$ cat src/rtl/core/kae_pkg.sv
package kae_pkg;

	localparam int unsigned QW  = 32;
	localparam int unsigned TSW = 16;
	localparam int unsigned IW  = 3;

	localparam logic [TSW-1:0] TS_RESET = 16'd655;

	localparam logic signed [QW-1:0] Q_MAX = 32'sh7FFF_FFFF;
	localparam logic signed [QW-1:0] Q_MIN = 32'sh8000_0000;

	typedef enum logic [IW-1:0] {
		REG_TIME_STEP = 3'd0,
		REG_GAIN_AA   = 3'd1,
		REG_GAIN_AC   = 3'd2,
		REG_GAIN_VA   = 3'd3,
		REG_GAIN_VC   = 3'd4,
		REG_GAIN_CA   = 3'd5,
		REG_GAIN_CC   = 3'd6
	} kae_reg_t;

	typedef enum logic [0:0] {
		REQ_SEED = 1'b0,
		REQ_MEAS = 1'b1
	} kae_req_t;

	typedef enum logic [3:0] {
		ST_IDLE,
		ST_SQ,
		ST_VDT,
		ST_AHD,
		ST_ADT,
		ST_VPR,
		ST_IA,
		ST_K0,
		ST_K1,
		ST_K2,
		ST_K3,
		ST_K4,
		ST_K5,
		ST_SUM,
		ST_ACC,
		ST_FIN
	} kae_state_t;

	typedef enum logic [3:0] {
		MUL_NONE,
		MUL_TS_TS,
		MUL_VEL_DT,
		MUL_ACC_HDT2,
		MUL_ACC_DT,
		MUL_G0_IA,
		MUL_G1_IC,
		MUL_G2_IA,
		MUL_G3_IC,
		MUL_G4_IA,
		MUL_G5_IC
	} kae_mul_t;

	typedef enum logic [3:0] {
		ALU_NONE,
		ALU_HDT2,
		ALU_ALT_VEL,
		ALU_ALT_ACC,
		ALU_VEL_PRED,
		ALU_INNOV_ALT,
		ALU_INNOV_ACC,
		ALU_SUM_LOAD,
		ALU_SUM_ADD,
		ALU_ALT_UPD,
		ALU_VEL_UPD,
		ALU_ACC_UPD
	} kae_alu_t;

	typedef struct packed {
		kae_mul_t mul_op;
		kae_alu_t alu_op;
		logic     capture;
		logic     seed;
		logic     publish;
	} kae_cmd_t;

	// saturate a 33-bit two's complement sum to Q16.16
	function automatic logic signed [QW-1:0] kae_sat(input logic [QW:0] v);
		if (v[QW] != v[QW-1]) begin
			return v[QW] ? Q_MIN : Q_MAX;
		end
		return v[QW-1:0];
	endfunction

	// Q16.16 product: round half up, then saturate
	function automatic logic signed [QW-1:0] kae_qround(input logic signed [2*QW-1:0] p);
		logic signed [2*QW-1:0] r;
		r = (p + 64'sd32768) >>> 16;
		if ((&r[2*QW-1:QW-1]) || !(|r[2*QW-1:QW-1])) begin
			return r[QW-1:0];
		end
		return r[2*QW-1] ? Q_MIN : Q_MAX;
	endfunction

endpackage

$ cat src/rtl/core/kae_ctrl.sv
module kae_ctrl
	import kae_pkg::*;
(
	input  logic     clk,
	input  logic     arst_n,
	input  logic     in_valid,
	output logic     in_ready,
	input  logic     req_type,
	output logic     out_valid,
	input  logic     out_ready,
	output kae_cmd_t cmd
);

	kae_state_t state_q, state_d;
	logic       out_valid_q;

	always_ff @(posedge clk or negedge arst_n) begin
		if (!arst_n) begin
			state_q     <= ST_IDLE;
			out_valid_q <= 1'b0;
		end else begin
			state_q <= state_d;
			if (cmd.publish) begin
				out_valid_q <= 1'b1;
			end else if (out_ready) begin
				out_valid_q <= 1'b0;
			end
		end
	end

	always_comb begin
		state_d     = state_q;
		cmd.mul_op  = MUL_NONE;
		cmd.alu_op  = ALU_NONE;
		cmd.capture = 1'b0;
		cmd.seed    = 1'b0;
		cmd.publish = 1'b0;
		in_ready    = 1'b0;
		case (state_q)
			ST_IDLE: begin
				in_ready = 1'b1;
				if (in_valid) begin
					cmd.capture = 1'b1;
					if (req_type == REQ_SEED) begin
						cmd.seed = 1'b1;
						state_d  = ST_FIN;
					end else begin
						state_d = ST_SQ;
					end
				end
			end
			ST_SQ: begin
				cmd.mul_op = MUL_TS_TS;
				state_d    = ST_VDT;
			end
			ST_VDT: begin
				cmd.mul_op = MUL_VEL_DT;
				cmd.alu_op = ALU_HDT2;
				state_d    = ST_AHD;
			end
			ST_AHD: begin
				cmd.mul_op = MUL_ACC_HDT2;
				cmd.alu_op = ALU_ALT_VEL;
				state_d    = ST_ADT;
			end
			ST_ADT: begin
				cmd.mul_op = MUL_ACC_DT;
				cmd.alu_op = ALU_ALT_ACC;
				state_d    = ST_VPR;
			end
			ST_VPR: begin
				cmd.alu_op = ALU_VEL_PRED;
				state_d    = ST_IA;
			end
			ST_IA: begin
				cmd.alu_op = ALU_INNOV_ALT;
				state_d    = ST_K0;
			end
			ST_K0: begin
				cmd.mul_op = MUL_G0_IA;
				cmd.alu_op = ALU_INNOV_ACC;
				state_d    = ST_K1;
			end
			ST_K1: begin
				cmd.mul_op = MUL_G1_IC;
				cmd.alu_op = ALU_SUM_LOAD;
				state_d    = ST_K2;
			end
			ST_K2: begin
				cmd.mul_op = MUL_G2_IA;
				cmd.alu_op = ALU_SUM_ADD;
				state_d    = ST_K3;
			end
			ST_K3: begin
				cmd.mul_op = MUL_G3_IC;
				cmd.alu_op = ALU_ALT_UPD;
				state_d    = ST_K4;
			end
			ST_K4: begin
				cmd.mul_op = MUL_G4_IA;
				cmd.alu_op = ALU_SUM_ADD;
				state_d    = ST_K5;
			end
			ST_K5: begin
				cmd.mul_op = MUL_G5_IC;
				cmd.alu_op = ALU_VEL_UPD;
				state_d    = ST_SUM;
			end
			ST_SUM: begin
				cmd.alu_op = ALU_SUM_ADD;
				state_d    = ST_ACC;
			end
			ST_ACC: begin
				cmd.alu_op = ALU_ACC_UPD;
				state_d    = ST_FIN;
			end
			ST_FIN: begin
				// wait for the output register to free up
				if (!out_valid_q || out_ready) begin
					cmd.publish = 1'b1;
					state_d     = ST_IDLE;
				end
			end
			default: begin
				state_d = ST_IDLE;
			end
		endcase
	end

	assign out_valid = out_valid_q;

endmodule

$ cat src/rtl/core/kae_datapath.sv
module kae_datapath
	import kae_pkg::*;
(
	input  logic                  clk,
	input  logic                  arst_n,
	input  logic                  cfg_we,
	input  logic [IW-1:0]         cfg_index,
	input  logic [QW-1:0]         cfg_data,
	input  kae_cmd_t              cmd,
	input  logic signed [QW-1:0]  meas_altitude,
	input  logic signed [QW-1:0]  seed_velocity,
	input  logic signed [QW-1:0]  meas_acceleration,
	output logic signed [QW-1:0]  est_altitude,
	output logic signed [QW-1:0]  est_velocity,
	output logic signed [QW-1:0]  est_acceleration
);

	logic [TSW-1:0]           ts_q;
	logic signed [QW-1:0]     g0_q, g1_q, g2_q, g3_q, g4_q, g5_q;
	logic signed [QW-1:0]     alt_q, vel_q, acc_q;
	logic signed [QW-1:0]     malt_q, macc_q;
	logic [TSW-1:0]           hdt2_q;
	logic signed [QW-1:0]     ap_q, vp_q, ia_q, ic_q, sum_q;
	logic signed [QW-1:0]     out_alt_q, out_vel_q, out_acc_q;
	logic signed [2*QW-1:0]   prod_s1;

	logic signed [QW-1:0]     op_a, op_b;
	logic signed [2*QW-1:0]   prod_c;
	logic signed [QW-1:0]     mres;
	logic [2*QW-1:0]          hdt2_c;
	logic signed [QW-1:0]     add_x, add_y;
	logic                     add_sub;
	logic signed [QW-1:0]     add_res;
	logic signed [QW-1:0]     dt_w, hdt2_w;

	assign dt_w   = signed'({{(QW-TSW){1'b0}}, ts_q});
	assign hdt2_w = signed'({{(QW-TSW){1'b0}}, hdt2_q});

	always_ff @(posedge clk or negedge arst_n) begin
		if (!arst_n) begin
			ts_q <= TS_RESET;
			g0_q <= '0;
			g1_q <= '0;
			g2_q <= '0;
			g3_q <= '0;
			g4_q <= '0;
			g5_q <= '0;
		end else if (cfg_we) begin
			case (cfg_index)
				REG_TIME_STEP: ts_q <= cfg_data[TSW-1:0];
				REG_GAIN_AA:   g0_q <= cfg_data;
				REG_GAIN_AC:   g1_q <= cfg_data;
				REG_GAIN_VA:   g2_q <= cfg_data;
				REG_GAIN_VC:   g3_q <= cfg_data;
				REG_GAIN_CA:   g4_q <= cfg_data;
				REG_GAIN_CC:   g5_q <= cfg_data;
				default: begin
				end
			endcase
		end
	end

	// shared multiplier operand select
	always_comb begin
		op_a = '0;
		op_b = '0;
		case (cmd.mul_op)
			MUL_TS_TS: begin
				op_a = dt_w;
				op_b = dt_w;
			end
			MUL_VEL_DT: begin
				op_a = vel_q;
				op_b = dt_w;
			end
			MUL_ACC_HDT2: begin
				op_a = acc_q;
				op_b = hdt2_w;
			end
			MUL_ACC_DT: begin
				op_a = acc_q;
				op_b = dt_w;
			end
			MUL_G0_IA: begin
				op_a = g0_q;
				op_b = ia_q;
			end
			MUL_G1_IC: begin
				op_a = g1_q;
				op_b = ic_q;
			end
			MUL_G2_IA: begin
				op_a = g2_q;
				op_b = ia_q;
			end
			MUL_G3_IC: begin
				op_a = g3_q;
				op_b = ic_q;
			end
			MUL_G4_IA: begin
				op_a = g4_q;
				op_b = ia_q;
			end
			MUL_G5_IC: begin
				op_a = g5_q;
				op_b = ic_q;
			end
			default: begin
			end
		endcase
	end

	assign prod_c = 64'(op_a) * 64'(op_b);

	always_ff @(posedge clk) begin
		if (cmd.mul_op != MUL_NONE) begin
			prod_s1 <= prod_c;
		end
	end

	assign mres   = kae_qround(prod_s1);
	assign hdt2_c = prod_s1 + 64'sd65536;

	always_comb begin
		add_x   = '0;
		add_y   = '0;
		add_sub = 1'b0;
		case (cmd.alu_op)
			ALU_ALT_VEL: begin
				add_x = alt_q;
				add_y = mres;
			end
			ALU_ALT_ACC: begin
				add_x = ap_q;
				add_y = mres;
			end
			ALU_VEL_PRED: begin
				add_x = vel_q;
				add_y = mres;
			end
			ALU_INNOV_ALT: begin
				add_x   = malt_q;
				add_y   = ap_q;
				add_sub = 1'b1;
			end
			ALU_INNOV_ACC: begin
				add_x   = macc_q;
				add_y   = acc_q;
				add_sub = 1'b1;
			end
			ALU_SUM_ADD: begin
				add_x = sum_q;
				add_y = mres;
			end
			ALU_ALT_UPD: begin
				add_x = ap_q;
				add_y = sum_q;
			end
			ALU_VEL_UPD: begin
				add_x = vp_q;
				add_y = sum_q;
			end
			ALU_ACC_UPD: begin
				add_x = acc_q;
				add_y = sum_q;
			end
			default: begin
			end
		endcase
	end

	assign add_res = add_sub ? kae_sat({add_x[QW-1], add_x} - {add_y[QW-1], add_y})
	                         : kae_sat({add_x[QW-1], add_x} + {add_y[QW-1], add_y});

	always_ff @(posedge clk or negedge arst_n) begin
		if (!arst_n) begin
			alt_q <= '0;
			vel_q <= '0;
			acc_q <= '0;
		end else if (cmd.seed) begin
			alt_q <= meas_altitude;
			vel_q <= seed_velocity;
			acc_q <= meas_acceleration;
		end else begin
			case (cmd.alu_op)
				ALU_ALT_UPD: alt_q <= add_res;
				ALU_VEL_UPD: vel_q <= add_res;
				ALU_ACC_UPD: acc_q <= add_res;
				default: begin
				end
			endcase
		end
	end

	always_ff @(posedge clk) begin
		if (cmd.capture) begin
			malt_q <= meas_altitude;
			macc_q <= meas_acceleration;
		end
		case (cmd.alu_op)
			ALU_HDT2:      hdt2_q <= hdt2_c[TSW+16:17];
			ALU_ALT_VEL:   ap_q   <= add_res;
			ALU_ALT_ACC:   ap_q   <= add_res;
			ALU_VEL_PRED:  vp_q   <= add_res;
			ALU_INNOV_ALT: ia_q   <= add_res;
			ALU_INNOV_ACC: ic_q   <= add_res;
			ALU_SUM_LOAD:  sum_q  <= mres;
			ALU_SUM_ADD:   sum_q  <= add_res;
			ALU_ALT_UPD:   sum_q  <= mres;
			ALU_VEL_UPD:   sum_q  <= mres;
			default: begin
			end
		endcase
		if (cmd.publish) begin
			out_alt_q <= alt_q;
			out_vel_q <= vel_q;
			out_acc_q <= acc_q;
		end
	end

	assign est_altitude     = out_alt_q;
	assign est_velocity     = out_vel_q;
	assign est_acceleration = out_acc_q;

endmodule

$ cat src/rtl/core/kalman_altitude_estimator.sv
// Altitude/velocity/acceleration estimator with a fixed 3x2 gain.
// Input channel (in_valid/in_ready): one beat is a seed (req_type 0), which
// loads the state and is echoed, or a measurement of altitude and
// acceleration (req_type 1), which runs predict and correct.
// Output channel (out_valid/out_ready): one beat per input beat carrying the
// new state, Q16.16.
// Config port: cfg_we/cfg_index/cfg_data, index 0 is dt, 1..6 the gains;
// write only between items.
// A seed goes from ST_IDLE straight to ST_FIN; a measurement steps through
// ST_SQ to ST_ACC before ST_FIN. One item at a time; the next is taken
// once the current one reaches the output register. A measurement sends
// ten products through the single 32x32 multiplier followed by the
// saturating adder.
// The output register frees the core: a new item is accepted while a result
// waits; a finished item then holds until out_ready empties the register.
// Reset clears the state to zero, dt to 655 and the gains to zero.
module kalman_altitude_estimator
	import kae_pkg::*;
(
	input  logic                 clk,
	input  logic                 arst_n,
	input  logic                 cfg_we,
	input  logic [IW-1:0]        cfg_index,
	input  logic [QW-1:0]        cfg_data,
	input  logic                 in_valid,
	output logic                 in_ready,
	input  logic                 req_type,
	input  logic signed [QW-1:0] meas_altitude,
	input  logic signed [QW-1:0] seed_velocity,
	input  logic signed [QW-1:0] meas_acceleration,
	output logic                 out_valid,
	input  logic                 out_ready,
	output logic signed [QW-1:0] est_altitude,
	output logic signed [QW-1:0] est_velocity,
	output logic signed [QW-1:0] est_acceleration
);

	kae_cmd_t cmd;

	kae_ctrl u_ctrl (
		.clk       (clk),
		.arst_n    (arst_n),
		.in_valid  (in_valid),
		.in_ready  (in_ready),
		.req_type  (req_type),
		.out_valid (out_valid),
		.out_ready (out_ready),
		.cmd       (cmd)
	);

	kae_datapath u_dp (
		.clk               (clk),
		.arst_n            (arst_n),
		.cfg_we            (cfg_we),
		.cfg_index         (cfg_index),
		.cfg_data          (cfg_data),
		.cmd               (cmd),
		.meas_altitude     (meas_altitude),
		.seed_velocity     (seed_velocity),
		.meas_acceleration (meas_acceleration),
		.est_altitude      (est_altitude),
		.est_velocity      (est_velocity),
		.est_acceleration  (est_acceleration)
	);

endmodule

$ cat config.mk
export PLATFORM = sky130hd
export DESIGN_NAME = kalman_altitude_estimator
export DESIGN_NICKNAME = d
export VERILOG_FILES = /design/src/rtl/core/kae_pkg.sv /design/src/rtl/core/kae_ctrl.sv /design/src/rtl/core/kae_datapath.sv /design/src/rtl/core/kalman_altitude_estimator.sv
export SDC_FILE = /design/constraint.sdc
export NUM_CORES = 2
export LEC_CHECK = 0
export ABC_AREA = 1
export BUFFER_PORTS_ARGS = -buffer_cell sky130_fd_sc_hd__buf_2
export CAP_MARGIN = 20
export CORE_UTILIZATION = 56
export DETAILED_ROUTE_END_ITERATION = 12
export PLACE_DENSITY = 0.73
export SLEW_MARGIN = 40
export SYNTH_ARGS = -nofsm -noshare
export SYNTH_HDL_FRONTEND = slang
export SYNTH_SLANG_ARGS = --single-unit
$ cat constraint.sdc
create_clock -name clk -period 9.5 [get_ports clk]
set_clock_uncertainty 0.15 [all_clocks]
set_input_delay 1.425 -clock clk [delete_from_list [all_inputs] [get_ports clk]]
set_output_delay 1.425 -clock clk [all_outputs]
set_load 0.01 [all_outputs]
==> metrics.md <==
| Metric | Value |
|---|---|
| Final Critical Period | `9.34 ns` |
| Critical path data arrival time | `about 9.6 ns` |
| Final Slew Violations | `0` |
| Crit end category | `flip-flop` |
| Drt pass-1 iters | `7` |
| Fin. Hold Viols | `0` |
| Most used flip-flop cell after synthesis | `edfxtp_1` |
| Routed len/inst | `roughly 25 um` |
| Critical Path RT | `9.72 ns` |
| CTS tree | `yes` |
| Multi-input combinational cell area | `~45,000 um^2` |
| Hold Startpoint | `u_dp.vel_q[14]` |
| Area Growth Syn to Fin | `9.90%` |
| Number of global-route vias before repair | `around 62,000` |
| Top cells by count, synth | `nand2_1 (2,089), inv_1 (1,731), fa_1 (1,083)` |
| Final Routed Wirelength | `about 270,000 um` |
| Post-synthesis sequential area ratio | `roughly a quarter` |
| Die ar. | `approximately 130,000 um^2` |
| Dpl ws | `-0.0504 ns` |
| Synth Net Count | `9,997` |
| WS Path Type | `reg -> reg` |
| Worst Max-Slew Pin Slew | `0.851 ns` |
| Core area | `roughly 130,000 um^2` |
| DP Area | `just under 80,000 um^2` |
| Status | `finished, final reports clean` |
| Top fanout value on the critical path | `20` |
| Die height | `362 um` |
| Hold crit path type | `reg -> reg` |
| Mean Syn Cell Area | `8.52 um^2` |
| Root Driver | `clkbuf_16` |
| Ys Warns | `0` |
| Row count | `roughly 130` |
| IO Count | `between 200 and 250` |
| CTS Buf Count | `69` |
| Share of Yosys cell area claimed by the top area cell type | `29.8%` |
| TritonCTS Sinks | `just under 700` |
| Post-detail-place hpwl | `~210,000 um` |
| Worst Slack Setup Final | `about 0.16 ns` |
| Largest stage delay on the critical path | `between 0.5 and 0.6 ns` |
| Hold Buf Count CTS | `0` |
| Slowest CP cell | `fa_1` |
| I/O Buffers | `between 200 and 250` |
| Number of synthesized flops with an enable pin | `385` |
| Worst Setup Start Kind | `flip-flop` |
| Worst R2R Path Depth | `33` |
| Via count | `between 60,000 and 70,000` |
| Post-synth cell types | `66` |
| Worst-Skew Late Latency | `approximately 0.67 ns` |
| WHS Path Cells | `0` |
| Async set or reset register ratio after synthesis | `44.5%` |
| Initial antenna violation count | `10` |
| FMAX | `~110 MHz` |
| Chip width | `~360 um` |
| Mapped Area | `about 73,000 um^2` |
| Yosys reg bits | `about 690` |
| Top cells by area, synth | `fa_1 (30%), edfxtp_1 (16%), nand2_1 (11%), dfrtp_1 (10%), inv_1 (8.9%)` |
| Rel. slew slack | `between 40% and 50%` |
| Mapped Cells | `around 8,500` |
| Crit. Startpoint | `u_ctrl.state_q[0]` |
| Utilization after layout | `62.3%` |
| Register area | `between 15,000 and 20,000 um^2` |
| Setup TNS | `0 ns` |
| Largest net degree at the start of global routing | `74` |
| Ratio of routed vias to standard cells | `5.89` |
| GR Overflow Total | `0` |
| Post-route cell area | `between 70,000 and 80,000 um^2` |
| Post-route DRC | `0` |
| Yosys top cell by area | `fa_1` |
| Setup violators final | `0` |
| ANT nets after route | `0` |
| Period utilization | `98.4%` |
| Clk slew on worst S/H paths | `0.07 ns` |
| Layout cells sized above 1 | `a little under a tenth` |
| Initial DRC Count | `roughly 7,600` |
| Most numerous cell in the Yosys netlist | `nand2_1` |
| Initial Util | `a little under three fifths` |
| Reg-to-reg critical path startpoint | `u_ctrl.state_q[0]` |
| First-pass GRT wire length | `between 300,000 and 400,000 um` |
| Max_cap viols | `0` |
| NumNets Final | `slightly above 10,000` |
| Worst-case clock buffer depth | `3` |
| Reg with most FFs | `u_dp.prod_s1` |
| CTS H-Tree Depth | `3` |
| All-Layer GR Usage | `between 40% and 50%` |
| Placer congestion estimate | `about 1.1` |
| Fill cells | `about 11,000` |
| Largest register FFs | `~50` |
==> cell families after synthesis <==
logic type	after synthesis	synth area share, %
and+or+nand+nor	3244	18.4
buffers and inverters	2137	11.3
adders and majority gates	1329	34.1
AOI/OAI and AO/OA	981	7.84
DFF	694	26.6
xor gates and xnor gates	146	1.77
==> final timing paths <==
kind / slack (ns) / end
hold reg to reg: 0.29 / u_dp.est_velocity[14]
max in group asynchronous: 7.51 / u_dp.alt_q[12]
setup / recovery: 0.16 / u_dp.prod_s1[51]
hold / removal: 0.29 / u_dp.est_velocity[14]
min in group asynchronous: 0.47 / u_dp.g3_q[22]
setup reg to reg: 0.16 / u_dp.prod_s1[51]
==> repair_timing <==
action                                  4_1_cts  5_1_grt
gates resized for setup                       1       44
buffers inserted                              0       18
endpoints found under the setup margin        6       32
hold endpoints to repair                      0        0
pin swaps                                     0        8
==> through the flow <==
step           std cells  hold WS [ns]
6_report           10560         0.294
3_3_place_gp       10400         0.280
4_1_cts            10532         0.294
3_5_place_dp       10406         0.280
5_1_grt            10551         0.301
2_1_floorplan       8531         0.275
==> worst max-delay path, delay by kind of cell (launching register included) <==
| kind | cells | cell delay [ns] |
|---|---|---|
| buffers and inverters | 9 | 1.55 |
| adder cells (fa/ha/maj) | 9 | 4.20 |
| flip-flops | 1 | 0.46 |
| AND/OR/NAND/NOR | 15 | 2.65 |
==> metal layers <==
layer,wire length (um),vias up,track usage [%],share of wire (%)
met2,118000,3951,62.4,45
met4,16500,4,20.8,6.2
met1,98500,30916,53.9,37
met3,31600,820,10.2,12
li1,-,26471,-,-
met5,23,-,0,0.0087
==> layout by cell type (no fill, tap or decap), types with 16 or more instances in the layout <==
cell type	synthesis	layout
clkbuf_1	198	21
nand3_1	235	233
nand2_1	2089	2078
o21ai_0	402	402
fa_1	1083	1082
xor2_1	120	120
o22ai_1	54	42
a31oi_1	21	21
nand4_1	46	46
inv_2	50	49
buf_2	107	233
nor2_1	695	684
nor3_1	27	26
a22o_1	18	18
dfrtp_1	303	299
xnor2_1	25	25
and2_1	33	33
o21bai_1	45	45
edfxtp_1	385	385
o22ai_2	4	16
buf_12	0	34
ha_1	246	245
o2111ai_1	27	27
a21oi_1	295	293
a221oi_1	50	48
buf_4	13	229
clkbuf_16	0	70
nor2_2	18	18
nand2_2	35	38
inv_1	1731	1718
a22oi_1	21	21
==> layout make-up <==
class                           count  area share (%)
Antenna cell                        9          0.0282
Tap cell                         1729            2.71
Multi-Input combinational cell   5700            56.9
Clock inverter                     27           0.497
Inverter                         1789            8.45
Timing Repair Buffer              513            4.79
Clock buffer                       99            2.43
Sequential cell                   694            24.2
Power is left out: the tool's default activity adds up to more than one toggle a clock period on the data nets, which glitch-free logic cannot reach.
